<file path="src/hw/rtl/ssdpm_pkg.sv">
// shared types and constants for the ssd patch best match block
`default_nettype none

package ssdpm_pkg;

	localparam int unsigned PIX_W   = 8;
	localparam int unsigned COORD_W = 12;
	localparam int unsigned SQ_W    = 2 * PIX_W;
	localparam int unsigned SUM_W   = 24;

	localparam logic [SUM_W-1:0] SUM_MAX = '1;

	// what the back end does with a word
	typedef enum logic [1:0] {
		KIND_ACC       = 2'd0,  // accumulate only
		KIND_PATCH_END = 2'd1,  // last pair of a candidate window
		KIND_REF_END   = 2'd2   // last pair of the last candidate, emits a result
	} kind_t;

	typedef struct packed {
		kind_t               kind;
		logic [SQ_W-1:0]     sq;
		logic [COORD_W-1:0]  ref_x;
		logic [COORD_W-1:0]  ref_y;
		logic [COORD_W-1:0]  cand_x;
		logic [COORD_W-1:0]  cand_y;
	} entry_t;

endpackage

`default_nettype wire

</file>
<file path="src/hw/rtl/ssdpm_front.sv">
// front end: squared pixel difference and word classification
`default_nettype none

module ssdpm_front (
	input  wire logic [ssdpm_pkg::PIX_W-1:0]   ref_pixel,
	input  wire logic [ssdpm_pkg::PIX_W-1:0]   cand_pixel,
	input  wire logic [ssdpm_pkg::COORD_W-1:0] ref_x,
	input  wire logic [ssdpm_pkg::COORD_W-1:0] ref_y,
	input  wire logic [ssdpm_pkg::COORD_W-1:0] cand_x,
	input  wire logic [ssdpm_pkg::COORD_W-1:0] cand_y,
	input  wire logic                          patch_last,
	input  wire logic                          candidates_last,
	output ssdpm_pkg::entry_t                  entry
);

	logic [ssdpm_pkg::PIX_W-1:0] diff;

	always_comb begin
		if (ref_pixel >= cand_pixel) begin
			diff = ref_pixel - cand_pixel;
		end else begin
			diff = cand_pixel - ref_pixel;
		end
	end

	always_comb begin
		entry.sq     = ssdpm_pkg::SQ_W'(diff) * ssdpm_pkg::SQ_W'(diff);
		entry.ref_x  = ref_x;
		entry.ref_y  = ref_y;
		entry.cand_x = cand_x;
		entry.cand_y = cand_y;
		// candidates_last alone means nothing
		if (!patch_last) begin
			entry.kind = ssdpm_pkg::KIND_ACC;
		end else if (candidates_last) begin
			entry.kind = ssdpm_pkg::KIND_REF_END;
		end else begin
			entry.kind = ssdpm_pkg::KIND_PATCH_END;
		end
	end

endmodule

`default_nettype wire

</file>
<file path="src/hw/rtl/ssdpm_queue.sv">
// small register queue between front and back end
`default_nettype none

module ssdpm_queue #(
	parameter int unsigned DEPTH = 4
) (
	input  wire logic              clk,
	input  wire logic              arst_n,
	input  wire logic              push,
	input  wire ssdpm_pkg::entry_t wr_entry,
	input  wire logic              pop,
	output ssdpm_pkg::entry_t      rd_entry,
	output logic                   full,
	output logic                   not_empty
);

	localparam int unsigned PTR_W = (DEPTH > 1) ? $clog2(DEPTH) : 1;
	localparam int unsigned CNT_W = $clog2(DEPTH + 1);

	ssdpm_pkg::entry_t mem_q [DEPTH];
	logic [PTR_W-1:0]  wr_ptr_q;
	logic [PTR_W-1:0]  rd_ptr_q;
	logic [CNT_W-1:0]  count_q;

	assign full      = (count_q == CNT_W'(DEPTH));
	assign not_empty = (count_q != '0);
	assign rd_entry  = mem_q[rd_ptr_q];

	always_ff @(posedge clk) begin
		if (push) begin
			mem_q[wr_ptr_q] <= wr_entry;
		end
	end

	always_ff @(posedge clk or negedge arst_n) begin
		if (!arst_n) begin
			wr_ptr_q <= '0;
			rd_ptr_q <= '0;
			count_q  <= '0;
		end else begin
			if (push) begin
				wr_ptr_q <= (wr_ptr_q == PTR_W'(DEPTH - 1)) ? '0 : wr_ptr_q + 1'b1;
			end
			if (pop) begin
				rd_ptr_q <= (rd_ptr_q == PTR_W'(DEPTH - 1)) ? '0 : rd_ptr_q + 1'b1;
			end
			if (push && !pop) begin
				count_q <= count_q + 1'b1;
			end else if (pop && !push) begin
				count_q <= count_q - 1'b1;
			end
		end
	end

endmodule

`default_nettype wire

</file>
<file path="src/hw/rtl/ssdpm_back.sv">
// back end: saturating accumulate, argmin and result register
`default_nettype none

module ssdpm_back (
	input  wire logic                           clk,
	input  wire logic                           arst_n,
	input  wire logic                           head_valid,
	input  wire ssdpm_pkg::entry_t              head,
	output logic                                pop,
	output logic                                out_valid,
	input  wire logic                           out_stall,
	output logic [ssdpm_pkg::COORD_W-1:0]       start_x,
	output logic [ssdpm_pkg::COORD_W-1:0]       start_y,
	output logic [ssdpm_pkg::COORD_W-1:0]       end_x,
	output logic [ssdpm_pkg::COORD_W-1:0]       end_y,
	output logic [ssdpm_pkg::SUM_W-1:0]         best_score
);

	logic [ssdpm_pkg::SUM_W-1:0]   patch_sum_q;
	logic [ssdpm_pkg::SUM_W-1:0]   min_sum_q;
	logic [ssdpm_pkg::COORD_W-1:0] min_x_q;
	logic [ssdpm_pkg::COORD_W-1:0] min_y_q;
	logic                          first_q;
	logic                          out_valid_q;

	logic [ssdpm_pkg::SUM_W:0]     sum_wide;
	logic [ssdpm_pkg::SUM_W-1:0]   sum;
	logic                          take;
	logic [ssdpm_pkg::SUM_W-1:0]   new_min;
	logic [ssdpm_pkg::COORD_W-1:0] new_x;
	logic [ssdpm_pkg::COORD_W-1:0] new_y;
	logic                          out_free;

	assign out_valid = out_valid_q;
	assign out_free  = !out_valid_q || !out_stall;
	// only a result-bearing word waits for the output register
	assign pop = head_valid && ((head.kind != ssdpm_pkg::KIND_REF_END) || out_free);

	always_comb begin
		sum_wide = {1'b0, patch_sum_q} + (ssdpm_pkg::SUM_W + 1)'(head.sq);
		sum      = sum_wide[ssdpm_pkg::SUM_W] ? ssdpm_pkg::SUM_MAX
		                                      : sum_wide[ssdpm_pkg::SUM_W-1:0];
		take     = first_q || (sum < min_sum_q);
		new_min  = take ? sum : min_sum_q;
		new_x    = take ? head.cand_x : min_x_q;
		new_y    = take ? head.cand_y : min_y_q;
	end

	always_ff @(posedge clk or negedge arst_n) begin
		if (!arst_n) begin
			patch_sum_q <= '0;
			min_sum_q   <= ssdpm_pkg::SUM_MAX;
			min_x_q     <= '0;
			min_y_q     <= '0;
			first_q     <= 1'b1;
			out_valid_q <= 1'b0;
		end else begin
			if (out_valid_q && !out_stall) begin
				out_valid_q <= 1'b0;
			end
			if (pop) begin
				case (head.kind)
					ssdpm_pkg::KIND_ACC: begin
						patch_sum_q <= sum;
					end
					ssdpm_pkg::KIND_PATCH_END: begin
						patch_sum_q <= '0;
						min_sum_q   <= new_min;
						min_x_q     <= new_x;
						min_y_q     <= new_y;
						first_q     <= 1'b0;
					end
					ssdpm_pkg::KIND_REF_END: begin
						patch_sum_q <= '0;
						min_sum_q   <= ssdpm_pkg::SUM_MAX;
						min_x_q     <= '0;
						min_y_q     <= '0;
						first_q     <= 1'b1;
						out_valid_q <= 1'b1;
					end
					default: begin
						patch_sum_q <= sum;
					end
				endcase
			end
		end
	end

	// result payload, loaded only when the register is free
	always_ff @(posedge clk) begin
		if (pop && (head.kind == ssdpm_pkg::KIND_REF_END)) begin
			start_x    <= head.ref_x;
			start_y    <= head.ref_y;
			end_x      <= new_x;
			end_y      <= new_y;
			best_score <= new_min;
		end
	end

	a_ref_end_emits: assert property (@(posedge clk) disable iff (!arst_n)
		pop && (head.kind == ssdpm_pkg::KIND_REF_END) |=> out_valid_q)
		else $error("result word not raised after last candidate");

	a_ref_end_clears: assert property (@(posedge clk) disable iff (!arst_n)
		pop && (head.kind == ssdpm_pkg::KIND_REF_END)
		|=> first_q && (min_sum_q == ssdpm_pkg::SUM_MAX) && (patch_sum_q == '0))
		else $error("reference state not cleared after result");

	a_patch_end_taken: assert property (@(posedge clk) disable iff (!arst_n)
		pop && (head.kind == ssdpm_pkg::KIND_PATCH_END) |=> !first_q && (patch_sum_q == '0))
		else $error("candidate end did not record a best match");

	a_no_overwrite: assert property (@(posedge clk) disable iff (!arst_n)
		out_valid_q && out_stall |-> !(pop && (head.kind == ssdpm_pkg::KIND_REF_END)))
		else $error("stalled result word overwritten");

endmodule

`default_nettype wire

</file>
<file path="src/hw/rtl/ssd_patch_best_match.sv">
// top level of the ssd patch best match block
`default_nettype none

// channel   direction  handshake               payload
// in        sink       in_valid / in_stall     ref_pixel, cand_pixel, ref_x, ref_y,
//                                              cand_x, cand_y, patch_last, candidates_last
// out       source     out_valid / out_stall   start_x, start_y, end_x, end_y, best_score
//
// one input word per cycle sustained while the queue is not full; the single squarer in the
// front end and the saturating accumulate in the back end each handle one pixel pair a cycle
// with an empty queue, the last pixel pair of the last candidate is written to the queue and
// then popped into the result register, where out_valid rises; queued words ahead of it delay it
// reset is asynchronous, active low; no clearing pass, the block takes words at once
// out_stall holds only a result-bearing word at the queue head; the queue of
// QUEUE_DEPTH words absorbs input meanwhile and in_stall rises only when it is full

module ssd_patch_best_match #(
	parameter int unsigned QUEUE_DEPTH = 4
) (
	input  wire logic                          clk,
	input  wire logic                          arst_n,
	// input channel
	input  wire logic                          in_valid,
	output logic                               in_stall,
	input  wire logic [ssdpm_pkg::PIX_W-1:0]   ref_pixel,
	input  wire logic [ssdpm_pkg::PIX_W-1:0]   cand_pixel,
	input  wire logic [ssdpm_pkg::COORD_W-1:0] ref_x,
	input  wire logic [ssdpm_pkg::COORD_W-1:0] ref_y,
	input  wire logic [ssdpm_pkg::COORD_W-1:0] cand_x,
	input  wire logic [ssdpm_pkg::COORD_W-1:0] cand_y,
	input  wire logic                          patch_last,
	input  wire logic                          candidates_last,
	// output channel
	output logic                               out_valid,
	input  wire logic                          out_stall,
	output logic [ssdpm_pkg::COORD_W-1:0]      start_x,
	output logic [ssdpm_pkg::COORD_W-1:0]      start_y,
	output logic [ssdpm_pkg::COORD_W-1:0]      end_x,
	output logic [ssdpm_pkg::COORD_W-1:0]      end_y,
	output logic [ssdpm_pkg::SUM_W-1:0]        best_score
);

	ssdpm_pkg::entry_t front_entry;  // classified word from the front end
	ssdpm_pkg::entry_t head_entry;   // oldest queued word
	logic              q_full;
	logic              q_not_empty;
	logic              q_push;
	logic              q_pop;

	// stall depends on queue occupancy only, never on in_valid
	assign in_stall = q_full;
	assign q_push   = in_valid && !q_full;

	ssdpm_front u_front (
		.ref_pixel       (ref_pixel),
		.cand_pixel      (cand_pixel),
		.ref_x           (ref_x),
		.ref_y           (ref_y),
		.cand_x          (cand_x),
		.cand_y          (cand_y),
		.patch_last      (patch_last),
		.candidates_last (candidates_last),
		.entry           (front_entry)
	);

	ssdpm_queue #(
		.DEPTH (QUEUE_DEPTH)
	) u_queue (
		.clk       (clk),
		.arst_n    (arst_n),
		.push      (q_push),
		.wr_entry  (front_entry),
		.pop       (q_pop),
		.rd_entry  (head_entry),
		.full      (q_full),
		.not_empty (q_not_empty)
	);

	// back end keeps running sum, best match and the result register
	ssdpm_back u_back (
		.clk        (clk),
		.arst_n     (arst_n),
		.head_valid (q_not_empty),
		.head       (head_entry),
		.pop        (q_pop),
		.out_valid  (out_valid),
		.out_stall  (out_stall),
		.start_x    (start_x),
		.start_y    (start_y),
		.end_x      (end_x),
		.end_y      (end_y),
		.best_score (best_score)
	);

endmodule

`default_nettype wire
</file>
<file path="config.mk">
export PLATFORM = sky130hd
export DESIGN_NAME = ssd_patch_best_match
export DESIGN_NICKNAME = d
export VERILOG_FILES = /design/src/hw/rtl/ssdpm_pkg.sv /design/src/hw/rtl/ssdpm_front.sv /design/src/hw/rtl/ssdpm_queue.sv /design/src/hw/rtl/ssdpm_back.sv /design/src/hw/rtl/ssd_patch_best_match.sv
export SDC_FILE = /design/constraint.sdc
export NUM_CORES = 1
export LEC_CHECK = 0
export ABC_AREA = 1
export BUFFER_PORTS_ARGS = -buffer_cell sky130_fd_sc_hd__buf_2
export CORE_ASPECT_RATIO = 0.6
export CORE_MARGIN = 1.5
export CORE_UTILIZATION = 36
export CTS_BUF_LIST = sky130_fd_sc_hd__clkbuf_4 sky130_fd_sc_hd__clkbuf_8
export DETAILED_ROUTE_END_ITERATION = 12
export GPL_ROUTABILITY_DRIVEN = 0
export PLACE_DENSITY_LB_ADDON = 0.1
export RECOVER_POWER = 100
export SETUP_SLACK_MARGIN = 0.5
export SLEW_MARGIN = 10
export SYNTH_ARGS = -nofsm -noshare
export SYNTH_HDL_FRONTEND = slang
export SYNTH_SLANG_ARGS = --single-unit
</file>
<file path="constraint.sdc">
create_clock -name clk -period 7.6 [get_ports clk]
set_clock_uncertainty 0.15 [all_clocks]
set_input_delay 1.14 -clock clk [delete_from_list [all_inputs] [get_ports clk]]
set_output_delay 1.14 -clock clk [all_outputs]
set_load 0.005 [all_outputs]
</file>
==> results of run 1 <==
## Yosys cell counts (2+ instances only)
master / n
and2_1: 26
a211oi_1: 3
nand2_2: 24
a31oi_1: 3
ha_1: 91
xor2_1: 23
a21oi_1: 73
nor2_1: 163
nand2_1: 310
buf_1: 6
o21bai_1: 3
inv_1: 221
or2_2: 3
a21o_1: 3
o21ai_1: 3
nand3_1: 115
buf_6: 4
a32o_1: 25
dfstp_2: 25
clkbuf_1: 53
fa_1: 28
nor2_2: 2
nand4_1: 9
inv_2: 2
a22o_1: 4
buf_2: 9
o22ai_1: 44
xnor2_1: 9
dfrtp_1: 56
o21ai_0: 151
nor3_1: 6
edfxtp_1: 332
mux2i_1: 2
buf_4: 3
o221ai_1: 5
## stage by stage
step                util, %  setup WS, ps  area (sq um)  hold WS (ps)  cells
floorplan                 -           797         19900           309   1850
global placement       39.5           267         21500           324   2664
detailed placement     39.5           162         21500           330   2664
CTS                    42.0           850         22900           290   2789
global route           41.7           268         22700           368   2790
finish                 41.7           837         22700           346   2791
## layout by cell type (no fill, tap or decap), types with 4 or more instances in the layout
cell type    n
xnor2_1      8
o21ai_0    152
and2_1       7
o22ai_1     44
dfrtp_1     55
clkbuf_4    32
fa_1        28
buf_4       21
nor2_1     160
nor3_1       6
a32o_1      25
nand2_2     23
and2_0      19
clkinv_1    11
buf_2       33
inv_1      219
edfxtp_1   332
clkbuf_1   121
o21bai_1     4
nand2_1    311
a22o_1       4
a21oi_1     72
o221ai_1     5
nand4_1      9
nand3_1    115
xor2_1      22
clkinv_2     4
nor2_2       5
ha_1        91
dfstp_2     25
clkbuf_8    72
## worst min-delay path, delay by kind of cell, from the launching register on
family | cells | cell delay, ps
DFF | 1 | 350
and+or+nand+nor | 1 | 50
AOI/OAI and AO/OA | 1 | 60
## registers in the layout, indices dropped and copies added, names as in the netlist, 2 cells and up
register / cells
u_back.start_y: 12
u_back.end_y: 12
u_back.min_y_q: 12
u_queue.wr_ptr_q: 2
u_back.end_x: 12
u_back.patch_sum_q: 24
u_queue.rd_ptr_q: 2
u_back.min_x_q: 12
u_back.start_x: 12
u_queue.count_q: 3
u_back.min_sum_q: 24
u_back.best_score: 24
u_queue.mem_q: 260
## layout make-up
class,instances,area (sq um),share of cell area (%)
Antenna cell,1,2.50,0.0110
Clock buffer,104,1230,5.43
Clock inverter,21,173,0.761
Inverter,224,842,3.71
Multi-Input combinational cell,1138,6720,29.6
Sequential cell,413,12000,53.0
Tap cell,714,893,3.94
Timing Repair Buffer,176,797,3.51
## kinds of logic after synthesis
group | count (synthesis) | synth area share (%)
adders and majority gates | 119 | 8.54
DFF | 413 | 60.4
AOI/OAI and AO/OA | 321 | 9.36
muxes | 3 | 0.157
and+or+nand+nor | 662 | 14.1
buffers and inverters | 299 | 5.90
xor gates and xnor gates | 33 | 1.49
## layer usage
metal / share of wire [%] / wire [um]
met4: 2.2 / 1070
met5: 0 / 0
met1: 50 / 24100
met3: 3.7 / 1760
met2: 44 / 21100
## worst paths after layout
| kind | startpoint | endpoint | cells after the start |
|---|---|---|---|
| max | u_queue.rd_ptr_q[0]$_DFFE_PN0P_ | u_back.end_x[5]$_DFFE_PP_ | 28 |
| min | u_back.patch_sum_q[7]$_DFFE_PN0P_ | u_back.patch_sum_q[7]$_DFFE_PN0P_ | 2 |
| max reg2reg | u_queue.rd_ptr_q[0]$_DFFE_PN0P_ | u_back.end_x[5]$_DFFE_PP_ | 28 |
| min reg2reg | u_back.patch_sum_q[7]$_DFFE_PN0P_ | u_back.patch_sum_q[7]$_DFFE_PN0P_ | 2 |
| max in group asynchronous | arst_n | u_queue.rd_ptr_q[0]$_DFFE_PN0P_ | 2 |
| min in group asynchronous | arst_n | u_back.patch_sum_q[17]$_DFFE_PN0P_ | 1 |
## timing repair
action	CTS	global route
setup buffers	0	1
endpoints found under the hold margin	0	0
setup endpoints to repair	0	8
gates resized for setup	0	10
==> impl_results.md, run 1 <==
* Status: complete, but fails checks
* Failing checks: max-capacitance violations, max-slew violations
* Antenna-violating nets left at 0
* Row count at 66
* Nets at 2211
* WS Path Type: flop to flop
* Most area-consuming cells after synthesis: edfxtp_1 50%, dfrtp_1 7.0%, nand2_1 5.8%, ha_1 5.7%, inv_1 4.2%
* Grt peak-use layer: met2
* Synthesized area at 19900 sq um
* IO Count at approximately 140
* Met2 usage at about a quarter
* Critical Path Max Stage Delay at about 800 ps
* Worst EP required at about 7800 ps
* CTS tree: built
* Tcrit/Tclk final at around nine tenths
* Fillcell total at 5240
* Max-cap check violation count at 11
* Share of cells above drive strength 1 at 11.4%
* Area leader, netlist: edfxtp_1
* CORE AREA at 54400 sq um
* Clock-pin slew on the worst setup and hold paths at 60 ps
* GRT Overall Usage at 17.4%
* CP endpoint kind: flop
* Area growth, synth to finish at 14.0%
* Met3 Track Usage GR at 3.57%
* Vias in the first global route at 13800
* RSZ-0062 raised after global routing: no
* Hold_buf cts at 0
* Initial DRC Count at 1005
* Fmax at 148 MHz
* Grt ovf at 0
* Syn Nets at 2039
* Number of flops mapped to enable cells by yosys at between 300 and 400
* Port bufs at 143
* Wirelength, routed at around 48 mm
* Synth top area share at 50.1%
* Relative slew slack at -198%
* Worst Max-Slew Pin Slew at 4460 ps
* Final routed DRC violation total at 0
* Die H at 185 um
* #FFs+latches synth at 413
* First-pass GRT wire length at 76.3 mm
* Final Max Slew Viols at 460
* Routed wire length per instance at 17.2 um
* Die width at 307 um
* Yosys cell types at 46
* Vias per std cell at 4.90
* Critical path launch point type: flop
* Die area at 56700 sq um
* Worst EP arrival at 6990 ps
* CP bufs+invs at 7
* Tmin final at 6760 ps
* Num CTS Buffers at 69
* Initial core utilization at 36.6%
* Hold Crit Class: flop to flop
* Initial antenna violation count at 0
* Clock root buffer: clkbuf_8
* Main synth FF type: edfxtp_1
* Clk buf depth at 3
* H-tree level count at 3
* Vias at 13700
* Seq/Total Area, Yosys at 60.4%
* Final TNS setup at 0 ps
* R2r setup slk at ~840 ps
* First-pass DRT Iterations at 7
* Final Hold Viols at 0
* TritonCTS Sinks at 413
* Synth Instances at 1850
* Largest net degree at the start of global routing at 85
* Worst-path maximum fanout at 31
* DPL Wire Length at 30.1 mm
* Delay-heaviest family, CP: simple AND/OR/NAND/NOR gates
* Ys async rst share at 19.6%
* Clock latency on the worst-skew pair at 660 ps
* Met1 Use GR at 24.7%
* Slowest-stage cell, CP: clkinvlp_2
* Syn Area/Cell at 10.8 sq um
* Yosys Warn Count at 0
* Final Setup Violations at 0
Power of run 1 is left out: the tool's default activity adds up to more than one toggle a clock period on the data nets, which glitch-free logic cannot reach.
==> run 2, diff against run 1 <==
--- a/config.mk
+++ b/config.mk
@@ -9,7 +9,7 @@
 export BUFFER_PORTS_ARGS = -buffer_cell sky130_fd_sc_hd__buf_2
 export CORE_ASPECT_RATIO = 0.6
 export CORE_MARGIN = 1.5
-export CORE_UTILIZATION = 36
+export CORE_UTILIZATION = 63
 export CTS_BUF_LIST = sky130_fd_sc_hd__clkbuf_4 sky130_fd_sc_hd__clkbuf_8
 export DETAILED_ROUTE_END_ITERATION = 12
 export GPL_ROUTABILITY_DRIVEN = 0
==> run 2 against run 1 <==
Against the previous run:
- the flow still finishes with violations (max-capacitance violations, max-slew violations)
- critical path depth is 3 higher
- maximum frequency is 2.8% lower
- routed wire length is 11% lower
- non-clock buffer count is 5 lower
- register-to-register slack better by 40 ps
- largest cell class unchanged
- critical endpoint is now u_queue.mem_q[1][62]$_DFFE_PP_
==> impl_results.md, run 2 (synthesis results as in run 1) <==
* Final Max Slew Viols at 481
* Vias in the first global route at 13300
* Status: complete, but fails checks
* Worst Max-Slew Pin Slew at ~4400 ps
* Nets at 2194
* Clock latency on the worst-skew pair at 630 ps
* Final routed DRC violation total at 0
* Slowest-stage cell, CP: fa_1
* Routed wire length per instance at 17.2 um
* RSZ-0062 raised after global routing: no
* Die area at 32700 sq um
* Delay-heaviest family, CP: adder cells
* Die H at 141 um
* Initial DRC Count at around 1200
* WS Path Type: input pin to flop
* Hold Crit Class: flop to flop
* Tcrit/Tclk final at 91.6%
* Fillcell total at between 2000 and 2500
* Initial antenna violation count at 1
* Critical Path Max Stage Delay at 540 ps
* CP bufs+invs at 10
* Antenna-violating nets left at 0
* Hold depth at 2
* Final Cell Area at 22100 sq um
* R2r setup slk at 880 ps
* Worst EP required at 7780 ps
* N_diodes at 0
* Hold Crit Endpoint: u_back.patch_sum_q[8]$_DFFE_PN0P_
* R2R Path End: u_back.end_x[3]$_DFFE_PP_
* Largest net degree at the start of global routing at approximately 110
* Commonest non-fill, non-tap cell in the layout: edfxtp_1
* Top reg by flops: u_queue.mem_q
* Relative slew slack at -192%
* Row count at 50
* First-pass DRT Iterations at 5
* Worst-path maximum fanout at 8
* Num CTS Buffers at 57
* Area growth, synth to finish at 11.2%
* Wirelength, routed at 42.5 mm
* IO Count at roughly 140
* Final Setup Violations at 0
* DP Area at 21000 sq um
* Hold_buf cts at 0
* Most frequent cells in the layout: 332 x edfxtp_1, 331 x nand2_1, 221 x inv_1
* Failing checks: max-capacitance violations, max-slew violations
* R2R depth at 26
* Final TNS setup at 0 ps
* Vias at 13800
* Worst EP arrival at 7140 ps
* Tmin final at 6960 ps
* Max reg flops at 260
* Critical path launch point type: input pin
* Grt ovf at 0
* Worst R2R Start: u_queue.rd_ptr_q[0]$_DFFE_PN0P_
* Max-cap check violation count at 12
* CP endpoint kind: flop
* Share of cells above drive strength 1 at 10.6%
* GRT Overall Usage at 26.4%
* DPL Wire Length at about 27 mm
* Port bufs at 143
* Vias per std cell at between 5 and 6
* H-tree level count at 2
* Fmax at 144 MHz
* Clk buf depth at 3
* Die width at 232 um
* Top cell by count, worst path: inv_1
* First-pass GRT wire length at slightly below 70 mm
* Clock root buffer: clkbuf_8
* TritonCTS Sinks at 413
* CTS tree: built
* Final Hold Viols at 0
* Hold path startpoint: u_back.patch_sum_q[8]$_DFFE_PN0P_
* CORE AREA at 31200 sq um
* Initial core utilization at 63.9%
* Clock-pin slew on the worst setup and hold paths at 60 ps
## run 2: cell types whose count changed in the layout (fill, tap and decap cells not counted), moves of 5 or more
cell | previous run | this run
buf_2 | 33 | 47
buf_4 | 21 | 15
clkbuf_1 | 121 | 105
clkbuf_4 | 32 | 27
clkbuf_8 | 72 | 62
clkinv_1 | 11 | 6
nand2_1 | 311 | 331
nand2_2 | 23 | 3
## run 2: per-stage QoR
stage	setup WS [ps]	util, %	std cells	hold slack (ps)
2_1_floorplan	797	-	1850	309
3_5_place_dp	-15.2	67.5	2358	330
5_1_grt	270	71.0	2465	379
6_report	642	71.0	2465	339
4_1_cts	644	71.4	2461	274
3_3_place_gp	225	67.5	2358	323
## run 2: worst min-delay path, delay by kind of cell (launching register included)
| kind | cells | cell delay [ps] |
|---|---|---|
| flops | 1 | 350 |
| compound gates | 1 | 60 |
| simple gates | 1 | 50 |
## run 2: per-layer routing
| layer | GRT usage, % | routed length [um] |
|---|---|---|
| met3 | 3.74 | 2990 |
| met2 | 41.6 | 19400 |
| met1 | 39.3 | 19400 |
| met5 | 0 | 11 |
| met4 | 6.15 | 731 |
## run 2: worst max path at each step
stage	startpoint	slack [ps]	cells past startpoint	to
3_5_place_dp	ref_pixel[0]	-20	27	u_queue.mem_q[0][62]$_DFFE_PP_
4_1_cts	ref_pixel[0]	640	27	u_queue.mem_q[0][62]$_DFFE_PP_
6_report	ref_pixel[0]	640	31	u_queue.mem_q[1][62]$_DFFE_PP_
5_1_grt	ref_pixel[0]	270	30	u_queue.mem_q[1][62]$_DFFE_PP_
2_1_floorplan	ref_pixel[0]	800	28	u_queue.mem_q[0][62]$_DFFE_PP_
3_3_place_gp	ref_pixel[0]	220	27	u_queue.mem_q[0][62]$_DFFE_PP_
## run 2: repair_timing
action                                  CTS  global route
endpoints found under the hold margin     0             0
resized for setup                         0            25
buffers inserted                          0             4
endpoints found under the setup margin    0            48
## run 2: final cells by class
| class | instances | area (sq um) | share of cell area (%) |
|---|---|---|---|
| clock buffers | 88 | 1050 | 4.74 |
| clock inverters | 15 | 166 | 0.752 |
| inverters | 224 | 842 | 3.80 |
| multi-input cells | 1138 | 6740 | 30.4 |
| flip-flops and latches | 413 | 12000 | 54.4 |
| well taps | 416 | 520 | 2.35 |
| repair buffers | 171 | 786 | 3.55 |
Power of run 2 is left out for the same reason.
==> run 3, diff against run 2 <==
==> constraint.sdc (replaced) <==
create_clock -name clk -period 7.59 [get_ports clk]
set_clock_uncertainty 0.15 [all_clocks]
set_input_delay 1.1385 -clock clk [delete_from_list [all_inputs] [get_ports clk]]
set_output_delay 1.1385 -clock clk [all_outputs]
set_load 0.005 [all_outputs]
==> run 3 against run 2 <==
Against the previous run:
- the flow still finishes with violations (max-capacitance violations, max-slew violations)
- non-clock buffer count shrank 1
- hold slack gained 7.9 ps
- first-iteration DRC count shrank 7.3%
- final cell count is essentially flat
- final area shrank 0.20%
- core utilization shrank 0.14 points
- die area is the same
- register-to-register slack gained 50 ps
==> impl_results.md, run 3 (synthesis results as in run 1) <==
* First-pass DRT Iterations at 6
* CTS tree: built
* Die area at 32700 sq um
* Antenna-violating nets left at 0
* RSZ-0062 raised after global routing: no
* Slowest-stage cell, CP: fa_1
* Final Setup Violations at 0
* Worst R2R Start: u_queue.rd_ptr_q[1]$_DFFE_PN0P_
* Clock root buffer: clkbuf_8
* Port bufs at between 100 and 150
* Tmin final at 6940 ps
* Area growth, synth to finish at 11.0%
* Top reg by flops: u_queue.mem_q
* Hold path startpoint: u_back.patch_sum_q[8]$_DFFE_PN0P_
* Non-Filler Instances at 2464
* CP endpoint kind: flop
* Critical Path Max Stage Delay at 550 ps
* Worst EP arrival at 7120 ps
* CP bufs+invs at 8
* Hold_buf cts at 0
* Tcrit/Tclk final at 91.4%
* Worst EP required at 7770 ps
* Wirelength, routed at about 43 mm
* DPL Wire Length at approximately 27 mm
* Max-cap check violation count at 12
* H-tree level count at 2
* First-pass GRT wire length at 69.3 mm
* Fillcell total at 2300
* Critical path launch point type: input pin
* Final Max Slew Viols at 481
* Delay-heaviest family, CP: adder cells
* Initial DRC Count at 1124
* IO Count at ~140
* Nets at 2192
* R2R Path End: u_back.min_sum_q[0]$_DFFE_PN1P_
* Row count at 50
* Clock latency on the worst-skew pair at 630 ps
* N_diodes at 0
* Commonest non-fill, non-tap cell in the layout: edfxtp_1
* Vias per std cell at around 5.6
* Vias in the first global route at 13300
* Worst-path maximum fanout at 8
* Die H at between 100 and 150 um
* Worst setup path start: ref_pixel[0]
* R2r setup slk at approximately 930 ps
* Most frequent cells in the layout: 332 x edfxtp_1, 310 x nand2_1, 221 x inv_1
* Fmax at 144 MHz
* Hold Crit Endpoint: u_back.patch_sum_q[8]$_DFFE_PN0P_
* Largest net degree at the start of global routing at 106
* Grt ovf at 0
* Hold Crit Class: flop to flop
* Sequential Area at 12000 sq um
* WS Path Type: input pin to flop
* Hold depth at 2
* CORE AREA at 31200 sq um
* Failing checks: max-capacitance violations, max-slew violations
* Final Hold Viols at 0
* Initial core utilization at 63.9%
* R2R depth at 15
* Die width at ~230 um
* Status: complete, but fails checks
* Num CTS Buffers at 56
* Final routed DRC violation total at 0
* Relative slew slack at -198%
* Clk buf depth at 3
* Clock-pin slew on the worst setup and hold paths at 70 ps
* Worst Max-Slew Pin Slew at 4460 ps
* Max reg flops at 260
* GRT Overall Usage at 26.7%
* Routed wire length per instance at 17.4 um
* Share of cells above drive strength 1 at 10.9%
* Multi-input gate area at 6720 sq um
* Initial antenna violation count at 1
* TritonCTS Sinks at 413
* Vias at 13800
* Placed cell count at between 2000 and 2500
[run 3: through the flow]
stage | utilization (%) | setup WS [ps] | TNS (ps) | instance area (sq um) | hold slack [ps]
2_1_floorplan | - | 789 | 0 | 19900 | 309
3_3_place_gp | 67.5 | 197 | 0 | 21000 | 323
3_5_place_dp | 67.5 | -30.2 | -121 | 21000 | 330
4_1_cts | 71.4 | 614 | 0 | 22200 | 300
5_1_grt | 70.9 | 276 | 0 | 22100 | 377
6_report | 70.9 | 653 | 0 | 22100 | 347
[run 3: how the worst max path moves through the flow]
stage,endpoint,cells after the start,slack [ps]
finish,u_queue.mem_q[1][62]$_DFFE_PP_,29,650
global route,u_queue.mem_q[2][62]$_DFFE_PP_,30,280
CTS,u_queue.mem_q[1][62]$_DFFE_PP_,30,610
detailed placement,u_queue.mem_q[1][62]$_DFFE_PP_,30,-30
global placement,u_queue.mem_q[0][62]$_DFFE_PP_,30,200
floorplan,u_queue.mem_q[0][62]$_DFFE_PP_,28,790
[run 3: cell type report]
type / instances / share of cell area, %
Timing Repair Buffer: 170 / 3.49
Multi-Input combinational cell: 1138 / 30.4
Clock buffer: 80 / 4.42
Inverter: 224 / 3.82
Tap cell: 416 / 2.36
Clock inverter: 23 / 1.01
Sequential cell: 413 / 54.5
[run 3: what timing repair did]
action | CTS | global route
setup buffers | 0 | 3
gates resized for setup | 0 | 6
endpoints found under the hold margin | 0 | 0
setup endpoints to repair | 0 | 78
[run 3: per-layer routing]
metal  GRT usage, %  wire [um]
met1           39.6      19500
met2           42.0      19700
met3           4.47       3060
met4           5.74        587
met5              0         13
[run 3: tightest hold or removal path, cell delays in order, from the launching register on]
cell and delay (ps):
dfrtp_1 350, nand2_1 50, o21ai_0 60
Power of run 3 is left out for the same reason.
